### src/rtl/core/itaf_pkg.sv
// Shared types, codes and constants of the integer to ASCII formatter.
// No dependencies.
`timescale 1ns / 1ps

package itaf_pkg;

  localparam int VALUE_WIDTH_DEF = 32;
  localparam int MAX_DIGITS_DEF  = 11;
  localparam int DEC_SCALE       = 100000;
  localparam int LOG10_2_SCALED  = 30103;

  typedef enum logic [1:0] {
    ACT_BYTE = 2'd0,
    ACT_SDEC = 2'd1,
    ACT_UDEC = 2'd2,
    ACT_HEX  = 2'd3
  } action_t;

  localparam logic [7:0] CHR_MINUS = 8'h2d;

  localparam logic [7:0] HEX_CHARS [16] = '{
    8'h30, 8'h31, 8'h32, 8'h33, 8'h34, 8'h35, 8'h36, 8'h37,
    8'h38, 8'h39, 8'h61, 8'h62, 8'h63, 8'h64, 8'h65, 8'h66
  };

  typedef struct packed {
    logic [1:0]  action;
    logic [7:0]  char_byte;
    logic [31:0] value;
  } in_item_t;

  typedef struct packed {
    logic [7:0] out_char;
    logic       last;
  } out_item_t;

  // Control from the sequencer to the digit shift registers.
  typedef struct packed {
    logic load;
    logic hex;
    logic dabble;
    logic shift;
  } digit_cmd_t;

  // Decimal digits needed for an unsigned value of w bits (elaboration only).
  function automatic int dec_digits(input int w);
    return (w * LOG10_2_SCALED) / DEC_SCALE + 1;
  endfunction

endpackage

### src/rtl/core/itaf_digits.sv
// Digit shift registers: bit-serial binary to BCD (shift and add 3) and
// nibble-serial digit read-out, most significant digit first. Uses itaf_pkg.
`timescale 1ns / 1ps

module itaf_digits #(
  parameter int VALUE_WIDTH = 32,
  parameter int NDEC        = 10
) (
  input  logic                     clk,
  input  itaf_pkg::digit_cmd_t     cmd,
  input  logic [VALUE_WIDTH-1:0]   load_val,
  output logic [3:0]               top_digit
);
  import itaf_pkg::*;

  localparam int DW = 4 * NDEC;

  logic [VALUE_WIDTH-1:0]    sh_r, sh_nxt;
  logic [DW-1:0]             dig_r, dig_nxt;
  logic [DW-1:0]             adj;
  logic [DW+VALUE_WIDTH-1:0] hex_ext;

  assign hex_ext   = {{DW{1'b0}}, load_val};
  assign top_digit = dig_r[DW-1 -: 4];

  // Each BCD digit of five or more gets 3 added ahead of the shift.
  always_comb begin
    for (int i = 0; i < NDEC; i++) begin
      adj[4*i +: 4] = dig_r[4*i +: 4] + ((dig_r[4*i +: 4] >= 4'd5) ? 4'd3 : 4'd0);
    end
  end

  always_comb begin
    sh_nxt  = sh_r;
    dig_nxt = dig_r;
    if (cmd.load) begin
      sh_nxt  = load_val;
      dig_nxt = cmd.hex ? hex_ext[DW-1:0] : '0;
    end else if (cmd.dabble) begin
      sh_nxt  = {sh_r[VALUE_WIDTH-2:0], 1'b0};
      dig_nxt = {adj[DW-2:0], sh_r[VALUE_WIDTH-1]};
    end else if (cmd.shift) begin
      dig_nxt = {dig_r[DW-5:0], 4'd0};
    end
  end

  always_ff @(posedge clk) begin
    sh_r  <= sh_nxt;
    dig_r <= dig_nxt;
  end

endmodule

### src/rtl/core/itaf_ctrl.sv
// Request sequencer and output register: takes one request, drives the digit
// shift registers, skips leading zeros and issues characters. Uses itaf_pkg.
`timescale 1ns / 1ps

module itaf_ctrl #(
  parameter int VALUE_WIDTH = 32,
  parameter int MAX_DIGITS  = 11,
  parameter int NDEC        = 10
) (
  input  logic                    clk,
  input  logic                    rst_n,
  input  logic                    in_valid,
  output logic                    in_stall,
  input  itaf_pkg::in_item_t      in_item,
  output logic                    out_valid,
  input  logic                    out_stall,
  output itaf_pkg::out_item_t     out_item,
  output itaf_pkg::digit_cmd_t    cmd,
  output logic [VALUE_WIDTH-1:0]  load_val,
  input  logic [3:0]              top_digit
);
  import itaf_pkg::*;

  localparam int BW = $clog2(VALUE_WIDTH + 1);
  localparam int RW = $clog2(NDEC + 1);
  localparam int CW = $clog2(MAX_DIGITS);

  typedef enum logic [3:0] {
    S_IDLE = 4'b0001,
    S_SIGN = 4'b0010,
    S_CONV = 4'b0100,
    S_EMIT = 4'b1000
  } state_t;

  state_t                 state_r, state_nxt;
  logic [7:0]             pend_r, pend_nxt;
  logic                   pend_last_r, pend_last_nxt;
  logic [BW-1:0]          bitc_r, bitc_nxt;
  logic [RW-1:0]          remc_r, remc_nxt;
  logic [CW-1:0]          cnt_r, cnt_nxt;
  logic                   started_r, started_nxt;
  logic                   out_valid_r, out_valid_nxt;
  out_item_t              out_item_r, out_item_nxt;

  logic [VALUE_WIDTH+31:0] val_ext;
  logic [VALUE_WIDTH-1:0]  val_w;
  logic                    accept, neg, slot_free, last_pos, skip, at_limit;

  assign val_ext   = {{VALUE_WIDTH{1'b0}}, in_item.value};
  assign val_w     = val_ext[VALUE_WIDTH-1:0];
  assign accept    = in_valid && !in_stall;
  assign neg       = (in_item.action == ACT_SDEC) && val_w[VALUE_WIDTH-1];
  assign load_val  = neg ? (~val_w + VALUE_WIDTH'(1)) : val_w;
  assign slot_free = !out_valid_r || !out_stall;
  assign last_pos  = (remc_r == RW'(1));
  assign skip      = !started_r && (top_digit == 4'd0) && !last_pos;
  assign at_limit  = (cnt_r == CW'(MAX_DIGITS - 1));

  assign in_stall  = (state_r != S_IDLE);
  assign out_valid = out_valid_r;
  assign out_item  = out_item_r;

  always_comb begin
    state_nxt     = state_r;
    pend_nxt      = pend_r;
    pend_last_nxt = pend_last_r;
    bitc_nxt      = bitc_r;
    remc_nxt      = remc_r;
    cnt_nxt       = cnt_r;
    started_nxt   = started_r;
    out_valid_nxt = out_valid_r && out_stall;
    out_item_nxt  = out_item_r;
    cmd           = '0;

    unique case (state_r)
      S_IDLE: begin
        if (accept) begin
          cnt_nxt     = '0;
          started_nxt = 1'b0;
          bitc_nxt    = BW'(VALUE_WIDTH);
          remc_nxt    = RW'(NDEC);
          cmd.load    = 1'b1;
          cmd.hex     = (in_item.action == ACT_HEX);
          if (in_item.action == ACT_BYTE) begin
            pend_nxt      = in_item.char_byte;
            pend_last_nxt = 1'b1;
            state_nxt     = S_SIGN;
          end else if (neg) begin
            pend_nxt      = CHR_MINUS;
            pend_last_nxt = 1'b0;
            state_nxt     = S_SIGN;
          end else if (in_item.action == ACT_HEX) begin
            state_nxt = S_EMIT;
          end else begin
            state_nxt = S_CONV;
          end
        end
      end
      S_SIGN: begin
        if (slot_free) begin
          out_valid_nxt = 1'b1;
          out_item_nxt  = '{out_char: pend_r, last: pend_last_r};
          cnt_nxt       = CW'(1);
          state_nxt     = pend_last_r ? S_IDLE : S_CONV;
        end
      end
      S_CONV: begin
        cmd.dabble = 1'b1;
        bitc_nxt   = bitc_r - BW'(1);
        if (bitc_r == BW'(1)) begin
          state_nxt = S_EMIT;
        end
      end
      S_EMIT: begin
        if (skip) begin
          cmd.shift = 1'b1;
          remc_nxt  = remc_r - RW'(1);
        end else if (slot_free) begin
          cmd.shift     = 1'b1;
          remc_nxt      = remc_r - RW'(1);
          started_nxt   = 1'b1;
          cnt_nxt       = cnt_r + CW'(1);
          out_valid_nxt = 1'b1;
          out_item_nxt  = '{out_char: HEX_CHARS[top_digit], last: last_pos || at_limit};
          if (last_pos || at_limit) begin
            state_nxt = S_IDLE;
          end
        end
      end
      default: state_nxt = S_IDLE;
    endcase
  end

  always_ff @(posedge clk) begin
    if (!rst_n) begin
      state_r     <= S_IDLE;
      out_valid_r <= 1'b0;
    end else begin
      state_r     <= state_nxt;
      out_valid_r <= out_valid_nxt;
    end
    pend_r      <= pend_nxt;
    pend_last_r <= pend_last_nxt;
    bitc_r      <= bitc_nxt;
    remc_r      <= remc_nxt;
    cnt_r       <= cnt_nxt;
    started_r   <= started_nxt;
    out_item_r  <= out_item_nxt;
  end

endmodule

### src/rtl/core/integer_to_ascii_formatter.sv
// Integer to ASCII formatter, top level. One request in flight at a time.
// Byte: the byte passes through the sign state into the output register. Hex: the
// NDEC digits are read out. Decimal: the value is shifted bit-serially through the BCD
// converter, then the NDEC digits are read out (after a minus sign for a negative
// signed value); one character per cycle at most.
// Reset (rst_n low, synchronous) idles the sequencer and empties the output.
`timescale 1ns / 1ps

module integer_to_ascii_formatter #(
  parameter int VALUE_WIDTH = itaf_pkg::VALUE_WIDTH_DEF,
  parameter int MAX_DIGITS  = itaf_pkg::MAX_DIGITS_DEF
) (
  input  logic                 clk,
  input  logic                 rst_n,
  input  logic                 in_valid,
  output logic                 in_stall,
  input  itaf_pkg::in_item_t   in_item,
  output logic                 out_valid,
  input  logic                 out_stall,
  output itaf_pkg::out_item_t  out_item
);
  import itaf_pkg::*;

  localparam int NDEC = dec_digits(VALUE_WIDTH);

  digit_cmd_t             cmd;
  logic [VALUE_WIDTH-1:0] load_val;
  logic [3:0]             top_digit;

  itaf_ctrl #(
    .VALUE_WIDTH (VALUE_WIDTH),
    .MAX_DIGITS  (MAX_DIGITS),
    .NDEC        (NDEC)
  ) u_ctrl (
    .clk       (clk),
    .rst_n     (rst_n),
    .in_valid  (in_valid),
    .in_stall  (in_stall),
    .in_item   (in_item),
    .out_valid (out_valid),
    .out_stall (out_stall),
    .out_item  (out_item),
    .cmd       (cmd),
    .load_val  (load_val),
    .top_digit (top_digit)
  );

  itaf_digits #(
    .VALUE_WIDTH (VALUE_WIDTH),
    .NDEC        (NDEC)
  ) u_digits (
    .clk       (clk),
    .cmd       (cmd),
    .load_val  (load_val),
    .top_digit (top_digit)
  );

endmodule

### config.mk
export PLATFORM = sky130hd
export DESIGN_NAME = integer_to_ascii_formatter
export DESIGN_NICKNAME = d
export VERILOG_FILES = /design/src/rtl/core/itaf_pkg.sv /design/src/rtl/core/itaf_digits.sv /design/src/rtl/core/itaf_ctrl.sv /design/src/rtl/core/integer_to_ascii_formatter.sv
export SDC_FILE = /design/constraint.sdc
export NUM_CORES = 1
export LEC_CHECK = 0
export BUFFER_PORTS_ARGS = -buffer_cell sky130_fd_sc_hd__buf_2
export CORE_UTILIZATION = 55
export DETAILED_ROUTE_END_ITERATION = 7
export MAX_ROUTING_LAYER = met4
export PLACE_DENSITY = 0.87
export SLEW_MARGIN = 25
export SYNTH_ARGS = -nofsm -noshare
export SYNTH_HDL_FRONTEND = slang
export SYNTH_SLANG_ARGS = --single-unit
### constraint.sdc
create_clock -name clk -period 3.05 [get_ports clk]
set_input_delay 0.1525 -clock clk [delete_from_list [all_inputs] [get_ports clk]]
set_output_delay 0.1525 -clock clk [all_outputs]
set_load 0.01 [all_outputs]
==> results.sh, run 1 <==
export IMPL_grt_pass1_vias=4901
export IMPL_synth_largest_area_cell="edfxtp_1"
export IMPL_finalHoldViolations=0
export IMPL_failed_checks="design-rule violations"
export IMPL_worst_pin_slew_ns=0.8596
export IMPL_fmax_mhz=383.6
export IMPL_layout_commonest_cell="edfxtp_1"
export IMPL_pin_count=57
export IMPL_p_leak_nw=2.848
export IMPL_gp_congestion=0.8887
export IMPL_worstPathArrival_ns=2.62
export IMPL_grt_max_degree=65
export IMPL_grt_use_met2_pct=40.67
export IMPL_die_x_um=111.5
export IMPL_fill_cells=884
export IMPL_vias=5073
export IMPL_clockRootBuffer="clkbuf_16"
export IMPL_floorplan_initialDensity_pct=57.06
export IMPL_area_growth_pct=11.04
export IMPL_die_h_um=111.5
export IMPL_rsz0062_at_grt="false"
export IMPL_clock_sinks=110
export IMPL_required_ns=3.06
export IMPL_cts_setup_buffers=0
export IMPL_layout_drive_gt1_share_pct=13.17
export IMPL_grt_ovfl_total=0
export IMPL_drtIter0Drc=516
export IMPL_post_place_ws_ns=0.4654
export IMPL_dp_hpwl_um=10510
export IMPL_peakVddDrop_v=0.0004091
export IMPL_tritoncts="yes"
export IMPL_wl_per_cell_um=17.79
export IMPL_slew_viol_final=0
export IMPL_cts_inserted_buffers=9
export IMPL_cts_buffer_depth=2
export IMPL_core_area_mm2=0.01156
export IMPL_design_die_area_mm2=0.01244
export IMPL_netlist_area_leader_share_pct=47.78
export IMPL_wirelength_um=14840
export IMPL_setup_viol=0
export IMPL_yosys_cell_types_count=54
export IMPL_period_needed_ns=2.607
export IMPL_met3_usage_pct=5.335
export IMPL_cts_hold_buf=0
export IMPL_startpoint_type="register"
export IMPL_worstSkewPairLatency_ns=0.35
export IMPL_synth_avg_cell_area_um2=10.34
export IMPL_multiInputGateArea_mm2=0.003017
export IMPL_grt_pass1_wl_um=24140
export IMPL_slew_headroom_pct=42.56
export IMPL_antenna_found_initial=0
export IMPL_drc=6
export IMPL_finClkSkew_ns=0.007787
export IMPL_end_kind="register"
export IMPL_criticalPathCategory="register to register"
export IMPL_timing_final_ws_setup_ns=0.4432
export IMPL_drt_pass1_iter_count=8
export IMPL_use_met1_pct=32.88
export IMPL_yosysSeqAreaShare_pct=49.30
export IMPL_drv_cap=0
export IMPL_diodes=0
export IMPL_async_reset_ff_share_pct=0
export IMPL_layout_common_cells="edfxtp_1, o21ai_0, nand2_1"
export IMPL_viasPerCell=6.083
export IMPL_post_route_period_util_pct=85.47
export IMPL_final_nets=772
export IMPL_synth_edff_count=105
export IMPL_cts_resized=0
export IMPL_worst_path_max_fanout=29
export IMPL_portBuffers=56
export IMPL_regArea_mm2=0.003253
export IMPL_grtUsageTotal_pct=25.60
export IMPL_yosys_warnings=0
export IMPL_tns_ns=0
export IMPL_final_antenna_net_count=0
export IMPL_status="finished with violations"
export IMPL_hp_class="input pin to register"
export IMPL_yosys_most_used_dff="edfxtp_1"
export IMPL_grt_busiest_layer="met2"
export IMPL_syn_instance_count=638
export IMPL_synth_seq_cells=110
export IMPL_holdWs_ns=0.06602
export IMPL_h_tree_depth=3
export IMPL_p_per_area_mw_per_mm2=697.4
export IMPL_cts_reportedPaths_clkPinSlew_ns=0.07
export IMPL_syn_nets=724
export IMPL_num_rows=39
export IMPL_syn_cell_area_mm2=0.006599
export IMPL_synth_top_cells_by_area="edfxtp_1, ha_1, xnor2_1"
[final timing paths]
kind                      startpoint           endpoint  slack (ns)  depth (start not counted)
setup / recovery  u_digits.dig_r[37]  u_digits.dig_r[8]        0.44                          7
setup reg to reg  u_digits.dig_r[37]  u_digits.dig_r[8]        0.44                          7
hold reg to reg    u_digits.sh_r[26]  u_digits.sh_r[27]        0.53                          2
hold / removal           in_item[34]   u_ctrl.pend_r[2]        0.07                          2
[Yosys cell counts (all sizes together) (8+ instances only)]
cell,number
a21oi,22
a22oi,20
a31oi,13
and2,8
clkbuf,26
edfxtp,105
fa,10
ha,30
inv,56
nand2,61
nand2b,11
nand3,8
nor2,42
nor2b,10
nor3,15
o21ai,73
xnor2,42
xor2,15
[critical path, cell delays in order, from the launching register on]
cell      delay (ns)
edfxtp_1        0.45
inv_1           0.18
ha_1            0.16
or4b_2          0.63
nor3_2          0.27
a21oi_1         0.10
nand2_1         0.11
buf_4           0.36
[layer usage]
metal / vias to the layer above / wire length (um)
met5: - / 0
met4: 0 / 233
met3: 19 / 1178
met2: 228 / 7319
met1: 2442 / 6107
li1: 2384 / -
[logic make-up (layout without fill, tap and decap cells)]
| group | after synthesis | after routing | synth area share (%) |
|---|---|---|---|
| fa+ha+maj | 40 | 40 | 8.722 |
| buf+inv | 88 | 141 | 5.195 |
| compound gates | 160 | 160 | 14.79 |
| flops | 110 | 110 | 49.30 |
| xor+xnor | 57 | 57 | 7.565 |
| mux | 3 | 3 | 0.4551 |
| simple gates | 180 | 180 | 13.97 |
[state kept, by name (all words and copies together), names as in the netlist]
| register | count |
|---|---|
| u_ctrl.bitc_r | 6 |
| u_digits.dig_r | 40 |
| u_ctrl.started_r | 1 |
| u_ctrl.pend_last_r | 1 |
| u_ctrl.cnt_r | 4 |
| u_ctrl.out_valid | 1 |
| u_ctrl.pend_r | 8 |
| u_ctrl.state_r | 4 |
| u_ctrl.out_item | 9 |
| u_digits.sh_r | 32 |
| u_ctrl.remc_r | 4 |
[cell type report]
| type | instances | area share [%] |
|---|---|---|
| clock buffer | 10 | 3.125 |
| multi-input combinational | 440 | 41.17 |
| clock inverter | 6 | 0.7172 |
| timing repair buffer | 68 | 5.225 |
| tap | 143 | 2.442 |
| inverter | 57 | 2.920 |
| sequential | 110 | 44.40 |
[per-stage QoR]
step	area (um2)	total power (W)	instances	utilization, %
2_1_floorplan	6599	0.003467	638	-
3_3_place_gp	7046	0.003831	818	60.92
3_5_place_dp	7046	0.003954	818	60.92
4_1_cts	7327	0.005107	834	63.36
5_1_grt	7327	0.005426	834	63.36
6_report	7327	0.005110	834	63.36
[where the power goes]
part	internal, W	switching, W	leakage (nW)	total, W
clock network	0.000627	0.000518	0.133	0.00115
registers	0.00213	0.000232	1.04	0.00236
logic	0.000650	0.000951	1.68	0.00160
(Power assumes the default switching activity.)
==> run 2, diff against run 1 <==
- PLACE_DENSITY: 0.87 -> 0.77
==> results.sh, run 2 (same netlist as run 1, synthesis figures left out) <==
export IMPL_cts_resized=0
export IMPL_grtUsageTotal_pct=25.66
export IMPL_fin_area_mm2=0.007287
export IMPL_multiInputGateArea_mm2=0.003017
export IMPL_seqPwrFrac_pct=47.4
export IMPL_pin_count=57
export IMPL_layout_common_cells="edfxtp_1, o21ai_0, nand2_1"
export IMPL_post_route_period_util_pct=88.26
export IMPL_layout_drive_gt1_share_pct=13.17
export IMPL_viasPerCell=5.968
export IMPL_cts_reportedPaths_clkPinSlew_ns=0.07
export IMPL_worstPathArrival_ns=2.68
export IMPL_die_x_um=111.5
export IMPL_cts_inserted_buffers=9
export IMPL_rsz0062_at_grt="false"
export IMPL_post_place_ws_ns=0.3985
export IMPL_status="finished with violations"
export IMPL_cts_buffer_depth=2
export IMPL_period_needed_ns=2.692
export IMPL_gp_congestion=0.8680
export IMPL_wirelength_um=14540
export IMPL_final_nets=772
export IMPL_vias=4977
export IMPL_drv_cap=0
export IMPL_finClkSkew_ns=0.009676
export IMPL_grt_pass1_vias=4996
export IMPL_grt_max_degree=65
export IMPL_finalHoldViolations=0
export IMPL_worst_pin_slew_ns=0.8241
export IMPL_startpoint_type="register"
export IMPL_h_tree_depth=3
export IMPL_layout_commonest_cell="edfxtp_1"
export IMPL_timing_final_ws_setup_ns=0.3581
export IMPL_final_antenna_net_count=0
export IMPL_dpl_cell_area_mm2=0.007033
export IMPL_portBuffers=56
export IMPL_regArea_mm2=0.003253
export IMPL_failed_checks="design-rule violations"
export IMPL_end_kind="register"
export IMPL_cts_setup_buffers=0
export IMPL_clockRootBuffer="clkbuf_16"
export IMPL_design_die_area_mm2=0.01244
export IMPL_largest_register_ffs=40
export IMPL_regMostFlops="u_digits.dig_r"
export IMPL_p_leak_nw=2.834
export IMPL_fmax_mhz=371.5
export IMPL_power_share_clock_pct=21.1
export IMPL_floorplan_initialDensity_pct=57.06
export IMPL_required_ns=3.03
export IMPL_slew_headroom_pct=44.93
export IMPL_dp_hpwl_um=10490
export IMPL_core_area_mm2=0.01156
export IMPL_drtIter0Drc=479
export IMPL_cts_hold_buf=0
export IMPL_area_growth_pct=10.43
export IMPL_peakVddDrop_v=0.0003385
export IMPL_combPwrFrac_pct=31.4
export IMPL_num_rows=39
export IMPL_p_sw_w=0.001660
export IMPL_clock_sinks=110
export IMPL_setup_viol=0
export IMPL_fill_cells=946
export IMPL_antenna_found_initial=0
export IMPL_diodes=0
export IMPL_die_h_um=111.5
export IMPL_tns_ns=0
export IMPL_worstSkewPairLatency_ns=0.35
export IMPL_worst_path_max_fanout=40
export IMPL_grt_ovfl_total=0
export IMPL_p_int_w=0.003321
export IMPL_tritoncts="yes"
export IMPL_criticalPathCategory="register to register"
export IMPL_drc=6
export IMPL_switching_share_pct=33.32
export IMPL_slew_viol_final=0
export IMPL_wl_per_cell_um=17.43
export IMPL_drt_pass1_iter_count=8
export IMPL_grt_pass1_wl_um=24620
export IMPL_p_per_area_mw_per_mm2=683.5
export IMPL_hp_class="input pin to register"
==> run 2: path summary, 6_finish.rpt <==
kind	startpoint	to	slack [ns]	cells past startpoint
max	u_digits.dig_r[37]	u_digits.dig_r[4]	0.36	7
min	in_item[35]	u_ctrl.pend_r[3]	0.07	2
max reg2reg	u_digits.dig_r[37]	u_digits.dig_r[4]	0.36	7
min reg2reg	u_digits.sh_r[9]	u_digits.sh_r[10]	0.53	2
==> run 2: cell type report <==
| cell class | count | area share (%) |
|---|---|---|
| clock inverter | 2 | 0.1374 |
| tap | 143 | 2.455 |
| clock buffer | 14 | 3.348 |
| timing repair buffer | 68 | 5.082 |
| multi-input combinational | 440 | 41.40 |
| sequential | 110 | 44.64 |
| inverter | 57 | 2.936 |
==> run 2: worst max-delay path, cell delays in order (launching register included) <==
cell      delay [ns]
edfxtp_1        0.46
inv_1           0.18
ha_1            0.16
or4b_2          0.61
nor3_2          0.26
a21oi_1         0.09
nand2_1         0.09
buf_4           0.45
==> run 2: power by group through the flow <==
stage	combinational, W	sequential (W)	clock, W
finish	0.00157	0.00236	0.00105
CTS	0.00157	0.00236	0.00108
detailed placement	0.00155	0.00239	0
global placement	0.00148	0.00237	0
floorplan	0.00116	0.00231	0
global route	0.00180	0.00240	0.00113
==> run 2: metal layers <==
layer  part of all wire [%]  routed length, um  vias to the layer above  global-route usage [%]
li1                       -                  -                     2372                       -
met1                     45               6479                     2397                   33.38
met2                     47               6898                      181                   41.08
met3                    6.3                920                       27                   4.790
met4                    1.6                237                        0                   7.658
met5                      0                  0                        -                       -
==> run 2: metrics by stage <==
stage                     total power (W)  utilization, %  hold slack, ns  std cells
after global routing             0.005331           63.01         0.06408        834
after floorplan                  0.003467               -          0.3144        638
after CTS                        0.005005           63.01         0.05916        834
after global placement           0.003842           60.81          0.4129        818
final                            0.004981           63.01         0.06851        834
after detailed placement         0.003942           60.81          0.4193        818
